==> config.mk <==
export PLATFORM = sky130hd
export DESIGN_NAME = dual_screen_key_controller
export DESIGN_NICKNAME = d
export VERILOG_FILES = /design/src/hw/rtl/dsk_pkg.sv /design/src/hw/rtl/dual_screen_key_controller.sv
export VERILOG_INCLUDE_DIRS = /design/src /design/src/hw/rtl
export SDC_FILE = /design/constraint.sdc
export NUM_CORES = 1
export LEC_CHECK = 0
export BUFFER_PORTS_ARGS = -buffer_cell sky130_fd_sc_hd__clkbuf_2
export CAP_MARGIN = 20
export CORE_ASPECT_RATIO = 0.75
export CORE_UTILIZATION = 45
export CTS_CLUSTER_SIZE = 12
export DETAILED_ROUTE_END_ITERATION = 10
export PLACE_DENSITY = 0.66
export REMOVE_ABC_BUFFERS = 1
export SYNTH_ARGS = -nofsm -noshare
export SYNTH_HDL_FRONTEND = slang
export SYNTH_SLANG_ARGS = --single-unit
==> constraint.sdc <==
create_clock -name aclk -period 4.79 [get_ports aclk]
set_clock_uncertainty 0.15 [all_clocks]
set_input_delay 0.479 -clock aclk [delete_from_list [all_inputs] [get_ports aclk]]
set_output_delay 0.479 -clock aclk [all_outputs]
set_load 0.01 [all_outputs]
==> src/hw/rtl/dual_screen_key_controller_assert.svh <==
// ----------------------------------------------------------------------------
// Dual screen key controller - assertion macros
// Property macros shared by the controller RTL. Each expects aclk and
// aresetn in scope.
// ----------------------------------------------------------------------------
`ifndef DUAL_SCREEN_KEY_CONTROLLER_ASSERT_SVH
`define DUAL_SCREEN_KEY_CONTROLLER_ASSERT_SVH

// same-cycle implication, checked out of reset
`define DSK_ASSERT_NOW(label, ante, cons, msg) \
    label: assert property (@(posedge aclk) disable iff (!aresetn) (ante) |-> (cons)) \
        else $error(msg);

// next-cycle implication, checked out of reset
`define DSK_ASSERT_NEXT(label, ante, cons, msg) \
    label: assert property (@(posedge aclk) disable iff (!aresetn) (ante) |=> (cons)) \
        else $error(msg);

`endif

==> src/hw/rtl/dsk_pkg.sv <==
// ----------------------------------------------------------------------------
// Dual screen key controller package
// Field widths, opcode and register codes, word and state types.
// ----------------------------------------------------------------------------
package dsk_pkg;

    localparam int TIME_W     = 32;
    localparam int WIN_W      = 16;
    localparam int CFG_IDX_W  = 3;
    localparam int CFG_DATA_W = 16;
    localparam int OPCODE_W   = 3;
    localparam int KEY_W      = 2;
    localparam int REQ_W      = 3;

    localparam logic [WIN_W-1:0] RST_LONG_PRESS_MS  = 16'd800;
    localparam logic [WIN_W-1:0] RST_PWR_LONG_MS    = 16'd450;
    localparam logic [WIN_W-1:0] RST_DOUBLE_MS      = 16'd300;
    localparam logic             RST_SINGLE_CLEARS  = 1'b0;
    localparam logic             RST_MIRROR_IN_LCD  = 1'b0;
    localparam logic             RST_INITIAL_SCREEN = 1'b0;
    localparam logic             RST_INITIAL_AWAKE  = 1'b1;

    localparam logic SCR_LCD  = 1'b0;
    localparam logic SCR_EINK = 1'b1;

    typedef enum logic [OPCODE_W-1:0] {
        OP_EKEY      = 3'd0,
        OP_PWR_KEY   = 3'd1,
        OP_TICK      = 3'd2,
        OP_REQUEST   = 3'd3,
        OP_SET_AWAKE = 3'd4
    } dsk_opcode_t;

    typedef enum logic [KEY_W-1:0] {
        KEY_RELEASE = 2'd0,
        KEY_PRESS   = 2'd1,
        KEY_REPEAT  = 2'd2
    } dsk_key_t;

    typedef enum logic [REQ_W-1:0] {
        REQ_EINK   = 3'd0,
        REQ_LCD    = 3'd1,
        REQ_TOGGLE = 3'd2,
        REQ_CLEAR  = 3'd3
    } dsk_req_t;

    typedef enum logic [CFG_IDX_W-1:0] {
        CFG_LONG_PRESS    = 3'd0,
        CFG_PWR_LONG      = 3'd1,
        CFG_DOUBLE        = 3'd2,
        CFG_SINGLE_CLEARS = 3'd3,
        CFG_MIRROR_IN_LCD = 3'd4,
        CFG_INIT_SCREEN   = 3'd5,
        CFG_INIT_AWAKE    = 3'd6
    } dsk_cfg_idx_t;

    typedef struct packed {
        logic [OPCODE_W-1:0] opcode;
        logic [KEY_W-1:0]    key_value;
        logic [TIME_W-1:0]   time_ms;
        logic [REQ_W-1:0]    request_code;
        logic                awake_flag;
    } dsk_item_t;

    typedef struct packed {
        logic screen_change;
        logic new_screen;
        logic wake;
        logic sleep;
        logic clear;
        logic inject_press;
        logic inject_release;
        logic power_grabbed;
        logic touch_grabbed;
        logic lcd_blank;
        logic mirror_on;
    } dsk_result_t;

    typedef struct packed {
        logic              screen;
        logic              awake;
        logic              ekey_down;
        logic [TIME_W-1:0] ekey_press_time;
        logic              ekey_long_done;
        logic              ekey_double_done;
        logic              ekey_pending;
        logic [TIME_W-1:0] ekey_pending_time;
        logic              pwr_down;
        logic [TIME_W-1:0] pwr_press_time;
        logic              pwr_injected;
        logic              pwr_grabbed_at_press;
    } dsk_state_t;

    localparam dsk_state_t STATE_RESET = '{
        screen:               RST_INITIAL_SCREEN,
        awake:                RST_INITIAL_AWAKE,
        ekey_down:            1'b0,
        ekey_press_time:      '0,
        ekey_long_done:       1'b0,
        ekey_double_done:     1'b0,
        ekey_pending:         1'b0,
        ekey_pending_time:    '0,
        pwr_down:             1'b0,
        pwr_press_time:       '0,
        pwr_injected:         1'b0,
        pwr_grabbed_at_press: 1'b0
    };

endpackage

==> src/hw/rtl/dual_screen_key_controller.sv <==
// ----------------------------------------------------------------------------
// Dual screen key controller
// Chooses the active screen (LCD or e-ink) from key, tick, request and set-awake
// words, detects long and double presses, and issues wake, sleep, clear and power
// key inject actions.
// ----------------------------------------------------------------------------
//
//  Channel   Ports                         Flow      Width
//  -------   ----------------------------  --------  ------------------------
//  input     s_valid/s_ready, s_*          in        opcode, key, time, req, awake
//  result    m_valid/m_ready, m_*          out       11 one-bit flags
//  config    cfg_wr_en, cfg_index, cfg_data in       16 bit data, no wait
//
//  One word per cycle sustained while m_ready stays high. A word accepted into
//  the input register is evaluated against the controller state and loaded
//  into the result register, which drives m_valid.
//  The state update and the result load happen together, so consecutive
//  words see each other's effects with no bubble.
//  If the result register is full and not taken, the input register holds
//  the next word; s_ready drops only when both are full.
//  aresetn is synchronous and active low; it loads the register defaults,
//  screen from RST_INITIAL_SCREEN and the awake flag from RST_INITIAL_AWAKE.
//  Writing initial_screen or initial_awake also reloads screen or awake.
//
module dual_screen_key_controller (
    input  logic                          aclk,
    input  logic                          aresetn,
    // input words
    input  logic                          s_valid,
    output logic                          s_ready,
    input  logic [dsk_pkg::OPCODE_W-1:0]  s_opcode,
    input  logic [dsk_pkg::KEY_W-1:0]     s_key_value,
    input  logic [dsk_pkg::TIME_W-1:0]    s_time_ms,
    input  logic [dsk_pkg::REQ_W-1:0]     s_request_code,
    input  logic                          s_awake_flag,
    // result words
    output logic                          m_valid,
    input  logic                          m_ready,
    output logic                          m_screen_change,
    output logic                          m_new_screen,
    output logic                          m_wake,
    output logic                          m_sleep,
    output logic                          m_clear,
    output logic                          m_inject_press,
    output logic                          m_inject_release,
    output logic                          m_power_grabbed,
    output logic                          m_touch_grabbed,
    output logic                          m_lcd_blank,
    output logic                          m_mirror_on,
    // configuration writes
    input  logic                          cfg_wr_en,
    input  logic [dsk_pkg::CFG_IDX_W-1:0] cfg_index,
    input  logic [dsk_pkg::CFG_DATA_W-1:0] cfg_data
);
    import dsk_pkg::*;

    // configuration registers
    logic [WIN_W-1:0] long_press_ms_reg;
    logic [WIN_W-1:0] pwr_long_ms_reg;
    logic [WIN_W-1:0] double_ms_reg;
    logic             single_clears_reg;
    logic             mirror_in_lcd_reg;

    // pipeline: input register -> evaluate -> result register
    logic        in_valid_reg;
    dsk_item_t   in_reg;
    logic        out_valid_reg;
    dsk_result_t out_reg;
    logic        advance;

    dsk_state_t  state_reg;
    dsk_state_t  state_next;
    dsk_result_t res_next;

    // elapsed-time compares, wrapping 32 bit difference
    logic [TIME_W-1:0] ekey_elapsed;
    logic [TIME_W-1:0] pend_elapsed;
    logic [TIME_W-1:0] pwr_elapsed;
    logic              ekey_long_hit;
    logic              pend_hit;
    logic              pwr_hit;

    // tick outcome, shared by the tick opcode and key repeats
    logic t_long;
    logic t_pend;
    logic t_pwr;
    logic eink_awake;

    assign advance = in_valid_reg && (!out_valid_reg || m_ready);
    assign s_ready = !in_valid_reg || advance;

    assign ekey_elapsed  = in_reg.time_ms - state_reg.ekey_press_time;
    assign pend_elapsed  = in_reg.time_ms - state_reg.ekey_pending_time;
    assign pwr_elapsed   = in_reg.time_ms - state_reg.pwr_press_time;
    assign ekey_long_hit = ekey_elapsed >= {{(TIME_W-WIN_W){1'b0}}, long_press_ms_reg};
    assign pend_hit      = pend_elapsed >= {{(TIME_W-WIN_W){1'b0}}, double_ms_reg};
    assign pwr_hit       = pwr_elapsed  >= {{(TIME_W-WIN_W){1'b0}}, pwr_long_ms_reg};

    assign eink_awake = (state_reg.screen == SCR_EINK) && state_reg.awake;

    assign t_long = state_reg.ekey_down && !state_reg.ekey_long_done &&
                    !state_reg.ekey_double_done && ekey_long_hit;
    assign t_pend = state_reg.ekey_pending && !state_reg.ekey_down && pend_hit;
    assign t_pwr  = state_reg.pwr_down && state_reg.pwr_grabbed_at_press &&
                    !state_reg.pwr_injected && pwr_hit;

    // one word's worth of control
    always_comb begin
        logic do_tick;
        do_tick    = 1'b0;
        state_next = state_reg;
        res_next   = '0;

        unique case (in_reg.opcode)
            OP_EKEY: begin
                unique case (in_reg.key_value)
                    KEY_REPEAT: begin
                        do_tick = 1'b1;
                    end
                    KEY_PRESS: begin
                        if (!state_reg.ekey_down) begin
                            state_next.ekey_down        = 1'b1;
                            state_next.ekey_press_time  = in_reg.time_ms;
                            state_next.ekey_long_done   = 1'b0;
                            // press inside the double press window
                            state_next.ekey_double_done = state_reg.ekey_pending;
                            state_next.ekey_pending     = 1'b0;
                            res_next.clear              = state_reg.ekey_pending;
                        end
                    end
                    default: begin
                        // release (the unused key code counts as release)
                        if (state_reg.ekey_down) begin
                            state_next.ekey_down = 1'b0;
                            if (!state_reg.ekey_long_done && !state_reg.ekey_double_done) begin
                                if (ekey_long_hit) begin
                                    res_next.clear = 1'b1;
                                end else if (state_reg.screen == SCR_LCD) begin
                                    res_next.screen_change = 1'b1;
                                    res_next.new_screen    = SCR_EINK;
                                    res_next.wake          = 1'b1;
                                end else if (!state_reg.awake) begin
                                    res_next.wake = 1'b1;
                                end else if (double_ms_reg == '0) begin
                                    res_next.clear = single_clears_reg;
                                    res_next.sleep = !single_clears_reg;
                                end else begin
                                    state_next.ekey_pending      = 1'b1;
                                    state_next.ekey_pending_time = in_reg.time_ms;
                                end
                            end
                        end
                    end
                endcase
            end
            OP_PWR_KEY: begin
                unique case (in_reg.key_value)
                    KEY_REPEAT: begin
                        do_tick = 1'b1;
                    end
                    KEY_PRESS: begin
                        if (!state_reg.pwr_down) begin
                            state_next.pwr_down             = 1'b1;
                            state_next.pwr_press_time       = in_reg.time_ms;
                            state_next.pwr_injected         = 1'b0;
                            state_next.pwr_grabbed_at_press = eink_awake;
                            // power press on a sleeping e-ink hands over to the LCD
                            if (state_reg.screen == SCR_EINK && !state_reg.awake) begin
                                res_next.screen_change = 1'b1;
                                res_next.new_screen    = SCR_LCD;
                            end
                        end
                    end
                    default: begin
                        if (state_reg.pwr_down) begin
                            state_next.pwr_down = 1'b0;
                            if (state_reg.pwr_grabbed_at_press) begin
                                if (state_reg.pwr_injected) begin
                                    res_next.inject_release = 1'b1;
                                    state_next.pwr_injected = 1'b0;
                                end else begin
                                    res_next.screen_change = 1'b1;
                                    res_next.new_screen    = SCR_LCD;
                                end
                            end
                        end
                    end
                endcase
            end
            OP_TICK: begin
                do_tick = 1'b1;
            end
            OP_REQUEST: begin
                unique case (in_reg.request_code)
                    REQ_EINK: begin
                        if (state_reg.screen != SCR_EINK) begin
                            res_next.screen_change = 1'b1;
                            res_next.new_screen    = SCR_EINK;
                            res_next.wake          = !state_reg.awake;
                        end
                    end
                    REQ_LCD: begin
                        if (state_reg.screen != SCR_LCD) begin
                            res_next.screen_change = 1'b1;
                            res_next.new_screen    = SCR_LCD;
                            res_next.wake          = !state_reg.awake;
                        end
                    end
                    REQ_TOGGLE: begin
                        res_next.screen_change = 1'b1;
                        res_next.new_screen    = !state_reg.screen;
                        res_next.wake          = !state_reg.awake;
                    end
                    REQ_CLEAR: begin
                        res_next.clear = 1'b1;
                    end
                    default: begin
                    end
                endcase
            end
            OP_SET_AWAKE: begin
                state_next.awake = in_reg.awake_flag;
            end
            default: begin
            end
        endcase

        if (do_tick) begin
            state_next.ekey_long_done = state_reg.ekey_long_done || t_long;
            state_next.ekey_pending   = state_reg.ekey_pending && !t_pend;
            state_next.pwr_injected   = state_reg.pwr_injected || t_pwr;
            res_next.clear        = t_long || (t_pend && eink_awake && single_clears_reg);
            res_next.sleep        = t_pend && eink_awake && !single_clears_reg;
            res_next.inject_press = t_pwr;
        end

        if (res_next.screen_change) begin
            state_next.screen = res_next.new_screen;
        end

        // status after this word
        res_next.power_grabbed = (state_next.screen == SCR_EINK) && state_next.awake;
        res_next.touch_grabbed = (state_next.screen == SCR_EINK);
        res_next.lcd_blank     = (state_next.screen == SCR_EINK);
        res_next.mirror_on     = (state_next.screen == SCR_EINK) || mirror_in_lcd_reg;
    end

    // control and state
    always_ff @(posedge aclk) begin
        if (!aresetn) begin
            in_valid_reg      <= 1'b0;
            out_valid_reg     <= 1'b0;
            state_reg         <= STATE_RESET;
            long_press_ms_reg <= RST_LONG_PRESS_MS;
            pwr_long_ms_reg   <= RST_PWR_LONG_MS;
            double_ms_reg     <= RST_DOUBLE_MS;
            single_clears_reg <= RST_SINGLE_CLEARS;
            mirror_in_lcd_reg <= RST_MIRROR_IN_LCD;
        end else begin
            if (s_valid && s_ready) begin
                in_valid_reg <= 1'b1;
            end else if (advance) begin
                in_valid_reg <= 1'b0;
            end

            if (advance) begin
                out_valid_reg <= 1'b1;
            end else if (m_ready) begin
                out_valid_reg <= 1'b0;
            end

            if (advance) begin
                state_reg <= state_next;
            end

            // writes must arrive only while idle; the block does not enforce this
            if (cfg_wr_en) begin
                unique case (cfg_index)
                    CFG_LONG_PRESS:    long_press_ms_reg <= cfg_data[WIN_W-1:0];
                    CFG_PWR_LONG:      pwr_long_ms_reg   <= cfg_data[WIN_W-1:0];
                    CFG_DOUBLE:        double_ms_reg     <= cfg_data[WIN_W-1:0];
                    CFG_SINGLE_CLEARS: single_clears_reg <= cfg_data[0];
                    CFG_MIRROR_IN_LCD: mirror_in_lcd_reg <= cfg_data[0];
                    CFG_INIT_SCREEN:   state_reg.screen  <= cfg_data[0];
                    CFG_INIT_AWAKE:    state_reg.awake   <= cfg_data[0];
                    default: begin
                    end
                endcase
            end
        end
    end

    // payload registers
    always_ff @(posedge aclk) begin
        if (s_valid && s_ready) begin
            in_reg <= '{opcode:       s_opcode,
                        key_value:    s_key_value,
                        time_ms:      s_time_ms,
                        request_code: s_request_code,
                        awake_flag:   s_awake_flag};
        end
        if (advance) begin
            out_reg <= res_next;
        end
    end

    assign m_valid          = out_valid_reg;
    assign m_screen_change  = out_reg.screen_change;
    assign m_new_screen     = out_reg.new_screen;
    assign m_wake           = out_reg.wake;
    assign m_sleep          = out_reg.sleep;
    assign m_clear          = out_reg.clear;
    assign m_inject_press   = out_reg.inject_press;
    assign m_inject_release = out_reg.inject_release;
    assign m_power_grabbed  = out_reg.power_grabbed;
    assign m_touch_grabbed  = out_reg.touch_grabbed;
    assign m_lcd_blank      = out_reg.lcd_blank;
    assign m_mirror_on      = out_reg.mirror_on;

    // ------------------------------------------------------------------------
    // Assertions
    // ------------------------------------------------------------------------
`include "dual_screen_key_controller_assert.svh"

    `DSK_ASSERT_NOW(a_switch_applied, m_valid && m_screen_change, m_touch_grabbed == m_new_screen, "screen switch not reflected in status")
    `DSK_ASSERT_NOW(a_no_target_idle, m_valid && !m_screen_change, !m_new_screen, "new_screen set without a switch")
    `DSK_ASSERT_NOW(a_grab_eink, m_valid && m_power_grabbed, m_touch_grabbed, "power grabbed outside e-ink")
    `DSK_ASSERT_NOW(a_wake_sleep, m_valid, !(m_wake && m_sleep), "wake and sleep in one word")
    `DSK_ASSERT_NEXT(a_advance_loads, advance, out_valid_reg, "evaluated word not held in result register")
    `DSK_ASSERT_NOW(a_ready_empty, !in_valid_reg, s_ready, "input stall with empty input register")

endmodule
# --- Word level (Yosys, flattened, before mapping) ---
# Cells that the tools add are included.
totals:
  output_inout_bits: 13
  regBits: 208
  in_bits: 65
  wordCells: 198
op_classes:
  n_reduce_logical: 65
  n_addsub: 3
  muxes: 64
  eq_ne: 21
  bitwise: 8
  n_lt_le_gt_ge: 3
ops:
  columns: ["cell", "n"]
  rows:
  - ["33-bit 2-to-1 mux", 6]
  - ["105-bit 2-to-1 mux", 1]
  - ["32-bit by 16-bit >= comparator with 1-bit output", 3]
  - ["32-bit subtractor", 3]
  - ["35-bit 2-to-1 mux", 2]
  - ["34-bit 2-to-1 mux", 2]
  - ["68-bit 2-to-1 mux", 1]
  - ["32-bit 2-to-1 mux", 2]
  - ["1-bit 2-to-1 mux", 22]
  - ["2-bit 2-to-1 mux", 10]
  - ["3-bit by 2-bit equality test with 1-bit output, second input constant", 6]
  - ["1-bit logical AND", 18]
  - ["3-bit nonzero test", 6]
  - ["16-bit zero test", 1]
  - ["1-bit one-hot mux with 2 select lines", 8]
  - ["3-bit equality test, second input constant", 4]
  - ["4-bit AND reduction", 3]
  - ["1-bit zero test", 10]
  - ["5-bit 2-to-1 mux", 2]
  - ["10-bit AND reduction", 1]
  - ["2-bit AND reduction", 5]
  - ["2-bit nonzero test", 5]
  - ["3-bit by 1-bit equality test with 1-bit output, second input constant", 3]
  - ["3-bit zero test", 3]
  - ["other kinds (18)", 37]

# --- Logic depth before layout (Yosys ltp) ---
# Gate-level depths: netlist of the first run.
logic_depth:
  word_depth: 13
  depth_mapped: 23
  depth_no_buf: 23

# --- Worst setup path after synthesis of the first run ---
# Ideal clock, no wire load.
synth_path:
  path_kind: "flip-flop to flip-flop"
  start: "register in_reg[5] in the netlist's numbering"
  end: "register state_reg[36] in the netlist's numbering"
  setup_time_ps: 115
  period_less_slack_ps: 4638
  setup_slack_ps: 152
  required_time_ps: 4525
  t_arrival_ps: 4373
  path_buffers: 1
  stages_incl_launch_ff: 20
  path_cell_list: "edfxtp_1 ha_1 nor2b_1 o31a_1 o31ai_2 inv_1 a21oi_1 o21ai_0 xor2_1 ha_1 and4_1 a221oi_1 and3_1 o211ai_1 or4_1 nor4_4 nand4_2 buf_6 mux2i_1 and2_1"
synth_between:
  elab_chain_cells: 4
synth_lines:
  columns: ["element", "line_no", "rtl"]
  rows:
  - ["start, declared", "dual_screen_key_controller.sv:66", "dsk_item_t in_reg;"]
  - ["start signal, assigned", "dual_screen_key_controller.sv:296", "in_reg <= '{opcode: s_opcode,"]
  - ["32-bit subtractor", "dual_screen_key_controller.sv:92", "assign ekey_elapsed = in_reg.time_ms - state_reg.ekey_press_time;"]
  - ["32-bit by 16-bit >= comparator with 1-bit output", "dual_screen_key_controller.sv:95", "assign ekey_long_hit = ekey_elapsed >= {{(TIME_W-WIN_W){1'b0}}, long_press_ms_reg};"]
  - ["1-bit inverter (no source line)", null, null]
  - ["9-bit AND reduction (no source line)", null, null]
  - ["end signal, assigned", "dual_screen_key_controller.sv:273", "state_reg <= state_next;"]
  - ["end, declared", "dual_screen_key_controller.sv:71", "dsk_state_t state_reg;"]
# Parallel ways exist; a longest one is shown, timed or not.
# A chain may end at the register's enable or synchronous reset.

# --- Worst setup path in the final report of the first run ---
layout_path:
  start: "register in_reg[5] in the netlist's numbering"
  end: "register state_reg[45] in the netlist's numbering"
layout_between:
  elab_chain_cells: 4
layout_lines:
  columns: ["element", "line_no"]
  rows:
  - ["32-bit subtractor", "dual_screen_key_controller.sv:92"]
  - ["32-bit by 16-bit >= comparator with 1-bit output", "dual_screen_key_controller.sv:95"]
  - ["1-bit inverter (no source line)", null]
  - ["9-bit AND reduction (no source line)", null]
# No other way between the ends.

==> qor.yml, run 1 <==
run_status: "finished, violations left"
violations: "setup timing"
area.growth.synth_to_final_pct: 18.7
hold_class: "in -> reg"
grt_first_pass_wirelength_mm: 72.0
die_x_um: 215
synth_seq_area_share_pct: 30.4
required_ns: 5.07
final_hold_viol_count: 0
synthesis.area_um2: 15400
design.die.area_um2: 34900
timing.hold.worst_endpoint: "in_valid_reg"
largest_reg_flops: 105
post_route_cells_drive_above_1_share_pct: 13.2
tns_ns: -1.87
synth_warnings: 0
clock_tree_from_tritoncts: "yes"
port-buffer-count: 77
worst_skew_pair.late_latency_ns: 0.54
leakage_nw: 7.01
netlist_instances: 1928
grt_total_ovfl: 0
worstRegToRegCells: 21
crit_fanout: 8
crit_path_start_kind: "register"
cts_sinks: 208
detailedPlacementHpwl_mm: 35.4
clock_tree.root_cell: "sky130_fd_sc_hd__clkbuf_16"
maxClockFrequency_mhz: 204
start_util_pct: 45.7
max_slew_margin_pct: 33.7
synth-edff-count: 51
initialDrtViolationCount: 1251
layoutNonFillerInstCount: 2550
grt_util_all_layers_pct: 25.8
min_from: "s_valid"
yosys_register_bits: 208
synth-main-ff-cell: "sky130_fd_sc_hd__dfxtp_1"
synth.lib_cells_used.distinct: 82
ctsLongestPathBuffers: 3
place.gp.congestion: 0.962
number_of_instances_in_the_placed_design: 2442
worstSetupPathType: "reg -> reg"
rows: 58
worstSetupEndpointType: "register"
drc: 0
dieHeight_um: 162
ant_nets: 0
setup_viol_count_final: 33
launch_point_of_the_worst_reg_to_reg_path: "in_reg[5]"
timing_max_transition_violations_final: 0
final_nets: 2293
cp_data_arrival_time_ns: 5.17
first_global_vias: 13200
synth-async-reset-ratio_pct: 0
finalWorstPathRequiredPeriod_ns: 4.89
numCtsBuffers: 24
max_cap_violations: 0
holdPathStages: 3
vdd.ir_drop.worst_uv: 286
postLayoutSetupSlackWorst_ns: -0.105
worstMarginPinSlew_ns: 0.995
p_total_mw: 4.66
timing.reg2reg.setup_slack_ns: -0.10
cts-htree-levels: 1
grt_start_max_net_pins: 74
drtPass1Iterations: 5
critical_path.reg2reg.endpoint: "state_reg[45]"
drt-total-wl_mm: 47.2
power-per-cell-area_nw_per_um2: 256
dpl_worst_slack_ns: -0.266
antenna_violations_before_repair: 0
final_min_period_over_clock_period_pct: 102
rsz_0062_raised_after_global_routing: "true"
wl_per_cell_um: 18.5
vias: 14700
num_ports: 78
mean_instance_size_in_the_synthesized_netlist_um2: 7.97
coreArea_um2: 33600
antenna_cells_inserted: 0
clkTransAtPathRegs_ns: 0.06
avgViaCountPerCell: 5.75
[power by group]
group          leakage [nW]  switching [mW]  internal (mW)
Combinational          4.88           0.558          0.409
Sequential             1.76          0.0497           1.84
Clock                 0.365           0.747           1.05
[cell families after synthesis]
| group | after synthesis | synth area share, % |
|---|---|---|
| muxes | 49 | 3.22 |
| and+or+nand+nor | 689 | 21.4 |
| DFF | 208 | 30.4 |
| buffers and inverters | 243 | 6.11 |
| xor gates and xnor gates | 54 | 3.08 |
| AOI/OAI and AO/OA | 539 | 23.7 |
| adders and majority gates | 146 | 12.0 |
[cell type report]
cell class	instances	area (µm²)
clock inverters	9	73.8
repair buffers	204	1520
inverters	167	627
clock buffers	35	693
flip-flops and latches	208	4680
multi-input cells	1477	10100
well taps	450	563
fillers	3136	15400
[repair_timing]
item | in CTS | in global routing
pin swaps | 3 | 45
gates cloned | 0 | 3
resized for setup | 9 | 70
hold buffers | 41 | 0
setup endpoints to repair | 44 | 44
setup buffers | 8 | 11
endpoints found under the hold margin | 41 | 0
[critical path, cell delays in order (launching register included)]
cell,delay (ns)
sky130_fd_sc_hd__edfxtp_1,0.42
sky130_fd_sc_hd__buf_4,0.14
sky130_fd_sc_hd__buf_4,0.13
sky130_fd_sc_hd__inv_1,0.07
sky130_fd_sc_hd__fa_1,0.46
sky130_fd_sc_hd__nand2b_4,0.17
sky130_fd_sc_hd__a21oi_4,0.19
sky130_fd_sc_hd__o21ai_2,0.10
sky130_fd_sc_hd__o21bai_1,0.22
sky130_fd_sc_hd__xor2_1,0.19
sky130_fd_sc_hd__ha_1,0.26
sky130_fd_sc_hd__and4_4,0.19
sky130_fd_sc_hd__a221oi_2,0.19
sky130_fd_sc_hd__and3_1,0.17
sky130_fd_sc_hd__o211ai_1,0.10
sky130_fd_sc_hd__or4_4,0.53
sky130_fd_sc_hd__nor4_4,0.21
sky130_fd_sc_hd__buf_4,0.18
sky130_fd_sc_hd__nand4_4,0.19
sky130_fd_sc_hd__buf_6,0.26
sky130_fd_sc_hd__mux2i_1,0.20
sky130_fd_sc_hd__nor2b_1,0.07
[stage by stage]
step           hold slack (ns)  area (µm²)  utilization, %
3_3_place_gp             0.300       16500            49.1
6_report                0.0578       18200            54.3
5_1_grt                 0.0581       18200            54.3
2_1_floorplan            0.293       15100               -
4_1_cts                 0.0402       17800            52.9
3_5_place_dp             0.307       16500            49.1
[synth_stat cells, types with 13 or more instances]
cell / instances / area, µm²
sky130_fd_sc_hd__o211ai_1: 25 / 188
sky130_fd_sc_hd__nor4_1: 16 / 100
sky130_fd_sc_hd__and2_1: 13 / 81.3
sky130_fd_sc_hd__a211oi_1: 19 / 143
sky130_fd_sc_hd__nand3_1: 36 / 180
sky130_fd_sc_hd__o21a_1: 16 / 120
sky130_fd_sc_hd__inv_1: 166 / 623
sky130_fd_sc_hd__a21boi_0: 109 / 818
sky130_fd_sc_hd__a21o_1: 37 / 278
sky130_fd_sc_hd__xor2_1: 23 / 201
sky130_fd_sc_hd__nor3_1: 29 / 145
sky130_fd_sc_hd__and3_1: 24 / 150
sky130_fd_sc_hd__a21oi_1: 117 / 586
sky130_fd_sc_hd__xnor2_1: 31 / 272
sky130_fd_sc_hd__nand4_1: 25 / 156
sky130_fd_sc_hd__ha_1: 143 / 1790
sky130_fd_sc_hd__mux2i_1: 45 / 450
sky130_fd_sc_hd__o21ai_0: 92 / 460
sky130_fd_sc_hd__nand2b_1: 20 / 125
sky130_fd_sc_hd__nor2_1: 90 / 338
sky130_fd_sc_hd__clkbuf_1: 66 / 248
sky130_fd_sc_hd__nor2b_1: 54 / 338
sky130_fd_sc_hd__edfxtp_1: 51 / 1530
sky130_fd_sc_hd__nand2_1: 330 / 1240
sky130_fd_sc_hd__dfxtp_1: 157 / 3140
[layout by cell type, fill, tap and decap left out, drive strengths merged, types with 13 or more instances in the layout]
cell type and count:
a211oi 20, a21boi 109, a21o 37, a21oi 119, and2 13, and3 24, buf 85, clkbuf 113
dfxtp 157, dlygate4sd3 41, edfxtp 51, ha 143, inv 167, mux2i 45, nand2 330, nand2b 20
nand3 36, nand4 26, nor2 90, nor2b 54, nor3 29, nor4 18, o211ai 25, o21a 16
o21ai 95, xnor2 31, xor2 23
[routing by layer]
| layer | routed length, µm | share of wire, % | vias to the layer above | global-route usage, % |
|---|---|---|---|---|
| met1 | 23400 | 49 | 6958 | 39.7 |
| met4 | 1030 | 2.2 | 0 | 5.13 |
| li1 | - | - | 7172 | - |
| met3 | 3260 | 6.9 | 56 | 3.22 |
| met5 | 0 | 0 | - | 0 |
| met2 | 19600 | 41 | 481 | 38.3 |
[how the worst max path moves through the flow]
stage,start,end,slack [ns],cells past startpoint
6_report,in_reg[5],state_reg[45],-0.10,21
5_1_grt,in_reg[5],state_reg[45],-0.32,20
4_1_cts,in_reg[4],state_reg[36],0.006,19
3_5_place_dp,in_reg[4],state_reg[1],-0.27,19
3_3_place_gp,in_reg[4],state_reg[1],-0.18,17
2_1_floorplan,in_reg[5],state_reg[36],-0.52,18
Note: power is estimated with default switching activity, not from simulation.
==> run 2: changes to the inputs <==
Settings changed: CORE_UTILIZATION 45 to 25, PLACE_DENSITY 0.66 to 0.43.
==> run 2 against run 1 <==
  * The flow finishes with violations (DRC)
  * Highest routed layer is now met5
  * Sequential cell count did not move
  * Die area rose by 79%
  * Setup slack improved by 0.24 ns
  * Via count fell by 1.6%
  * Critical endpoint is now state_reg[36]
  * Global-route usage fell by 9.6 points
  * Combinational power rose by 7%
  * Final area rose by 5.8%
==> qor.yml, run 2 (synthesis results as in run 1) <==
grt_util_all_layers_pct: 16.2  # was 25.8%
layoutNonFillerInstCount: 2950  # was 2550
drtPass1Iterations: 8  # was 5
number_of_instances_in_the_placed_design: 2826  # was 2442
worstSetupPathType: "reg -> reg"  # unchanged
vias: 14400  # was 14700
leakage_nw: 7.33  # was 7.01 nW
final_common_cell: "sky130_fd_sc_hd__nand2_1"  # unchanged
grt_start_max_net_pins: 91  # was 74
avgViaCountPerCell: 4.89  # was 5.75
met3_usage_pct: 1.96  # was 3.22%
min_from: "s_time_ms[0]"  # was s_valid
finalWorstPathRequiredPeriod_ns: 4.66  # was 4.89 ns
crit_path_start_kind: "register"  # unchanged
cellInternalPower_mw: 3.60  # was 3.30 mW
maxClockFrequency_mhz: 215  # was 204 MHz
cp_data_arrival_time_ns: 4.95  # was 5.17 ns
vdd.ir_drop.worst_uv: 253  # was 286 µV
initialDrtViolationCount: 813  # was 1251
rows: 78  # was 58
first_global_vias: 13600  # was 13200
num_ports: 78  # unchanged
ant_nets: 0  # unchanged
total_switching_power_mw: 1.48  # was 1.35 mW
gr-max-usage-layer: "met1"  # unchanged
numCtsBuffers: 27  # was 24
gr_layer_usage_met1_pct: 25.1  # was 39.7%
post_route_cells_drive_above_1_share_pct: 16.5  # was 13.2%
required_ns: 5.09  # was 5.07 ns
run_status: "finished, violations left"  # unchanged
grt_util_met2_pct: 23.5  # was 38.3%
coreArea_um2: 60600  # was 33600 µm²
dieHeight_um: 217  # was 162 µm
setup_viol_count_final: 0  # was 33
cts_sinks: 208  # unchanged
timing.hold.worst_endpoint: "in_reg[4]"  # was in_valid_reg
worstMarginPinSlew_ns: 1.03  # was 0.995 ns
crit_fanout: 16  # was 8
start_util_pct: 25.4  # was 45.7%
max_cap_violations: 0  # unchanged
timing.reg2reg.setup_slack_ns: 0.13  # was -0.10 ns
place.gp.congestion: 0.912  # was 0.962
hold_class: "in -> reg"  # unchanged
final_nets: 2341  # was 2293
wl_per_cell_um: 17.7  # was 18.5 µm
worst_skew_pair.late_latency_ns: 0.57  # was 0.54 ns
cts-htree-levels: 1  # unchanged
comb_power_share_pct: 20.3  # was 20.8%
tns_ns: 0  # was -1.87 ns
power-per-cell-area_nw_per_um2: 263  # was 256 nW/µm²
grt_total_ovfl: 0  # unchanged
die_x_um: 288  # was 215 µm
final_min_period_over_clock_period_pct: 97.2  # was 102%
clock_tree.root_cell: "sky130_fd_sc_hd__clkbuf_16"  # unchanged
antenna_violations_before_repair: 2  # was 0
worstSetupEndpointType: "register"  # unchanged
clkTransAtPathRegs_ns: 0.06  # about the same
clkPwrFrac_pct: 42.6  # was 38.7%
largest_reg_flops: 105  # unchanged
nFillCells: 6395  # was 3136
critical_path.reg2reg.endpoint: "state_reg[36]"  # was state_reg[45]
clock_tree_from_tritoncts: "yes"  # unchanged
sequential_share_of_power_pct: 37.2  # was 40.6%
max_slew_margin_pct: 31.4  # was 33.7%
detailedPlacementHpwl_mm: 39.9  # was 35.4 mm
rsz_0062_raised_after_global_routing: "true"  # unchanged
timing_max_transition_violations_final: 0  # unchanged
ctsLongestPathBuffers: 3  # unchanged
design.die.area_um2: 62500  # was 34900 µm²
grt_first_pass_wirelength_mm: 79.0  # was 72.0 mm
port-buffer-count: 77  # unchanged
violations: "DRC"  # was setup timing
drc: 2  # was 0
launch_point_of_the_worst_reg_to_reg_path: "in_reg[5]"  # unchanged
antenna_cells_inserted: 0  # unchanged
holdPathStages: 1  # was 3
final_hold_viol_count: 0  # unchanged
worstRegToRegCells: 21  # unchanged
switching_share_pct: 29.1  # about the same
most-common-layout-cells: "330 x sky130_fd_sc_hd__nand2_1, 161 x sky130_fd_sc_hd__inv_1, 157 x sky130_fd_sc_hd__dfxtp_1, 131 x sky130_fd_sc_hd__ha_1, 122 x sky130_fd_sc_hd__buf_4"  # was 329 x sky130_fd_sc_hd__nand2_1, 164 x sky130_fd_sc_hd__inv_1, 156 x sky130_fd_sc_hd__dfxtp_1, 139 x sky130_fd_sc_hd__ha_1, 109 x sky130_fd_sc_hd__a21boi_0
drt-total-wl_mm: 52.2  # was 47.2 mm
area.growth.synth_to_final_pct: 25.5  # was 18.7%
## run 2: changes by cell type in the layout (fill, tap and decap cells not counted), sizes merged
cell,change
buf,+47
bufinv,+3
clkbuf,-1
clkinv,+2
clkinvlp,-3
dlygate4sd3,-1
inv,+3
## run 2: power groups by stage
stage	registers (mW)	clock network (mW)	logic, mW
floorplan	1.91	0	0.576
global placement	1.93	0	0.914
detailed placement	1.93	0	0.919
CTS	1.89	2.23	0.975
global route	1.89	2.30	1.13
finish	1.89	2.16	1.03
## run 2: cell type report
class	count	area [µm²]	share of cell area (%)
tap	800	1000	5.19
sequential	208	4670	24.2
clock inverter	14	189	0.980
timing repair buffer	249	1870	9.69
clock buffer	35	746	3.87
inverter	167	627	3.25
multi-input combinational	1477	10200	52.8
## run 2: stage by stage
step | power (mW) | hold slack (ns) | cell area (µm²) | utilization [%] | setup WS (ns)
floorplan | 2.49 | 0.293 | 15100 | - | -0.516
global placement | 2.84 | 0.301 | 17200 | 28.4 | -0.316
detailed placement | 2.85 | 0.307 | 17200 | 28.4 | -0.271
CTS | 5.10 | 0.00239 | 18800 | 31.0 | 0.00221
global route | 5.33 | 0.00160 | 19300 | 31.8 | -0.132
finish | 5.08 | 0.0254 | 19300 | 31.8 | 0.133
## run 2: layer usage
metal	wire, µm	up-vias
met5	13	-
met4	855	2
met3	2410	49
met2	21300	277
met1	27600	6816
li1	-	7283
## run 2: worst max path at each step
stage | from | endpoint | slack [ns] | depth (start not counted)
3_3_place_gp | in_reg[4] | state_reg[1] | -0.32 | 22
6_report | in_reg[5] | state_reg[36] | 0.13 | 21
3_5_place_dp | in_reg[4] | state_reg[1] | -0.27 | 20
4_1_cts | in_reg[10] | state_reg[36] | 0.002 | 23
2_1_floorplan | in_reg[5] | state_reg[36] | -0.52 | 18
5_1_grt | in_reg[4] | m_sleep | -0.13 | 25
## run 2: critical path, stage by stage (launching register included)
cell and delay, ns:
sky130_fd_sc_hd__edfxtp_1 0.39, sky130_fd_sc_hd__buf_6 0.15, sky130_fd_sc_hd__ha_4 0.22, sky130_fd_sc_hd__nor2b_4 0.12, sky130_fd_sc_hd__o31a_1 0.28, sky130_fd_sc_hd__o31ai_4 0.28, sky130_fd_sc_hd__inv_2 0.07, sky130_fd_sc_hd__a21oi_2 0.16
sky130_fd_sc_hd__o21ai_1 0.10, sky130_fd_sc_hd__xor2_1 0.15, sky130_fd_sc_hd__ha_1 0.30, sky130_fd_sc_hd__and4_4 0.20, sky130_fd_sc_hd__a221oi_2 0.20, sky130_fd_sc_hd__and3_1 0.18, sky130_fd_sc_hd__o211ai_1 0.09, sky130_fd_sc_hd__or4_4 0.46
sky130_fd_sc_hd__nor4_4 0.14, sky130_fd_sc_hd__buf_4 0.18, sky130_fd_sc_hd__nand4_4 0.15, sky130_fd_sc_hd__buf_12 0.26, sky130_fd_sc_hd__mux2i_1 0.12, sky130_fd_sc_hd__and2_1 0.15
## run 2: what timing repair did
action	4_1_cts	5_1_grt
pin swaps	8	38
setup buffers	15	17
gates cloned	0	2
resized for setup	33	72
hold buffers	40	0
endpoints found under the setup margin	42	45
hold endpoints to repair	40	0
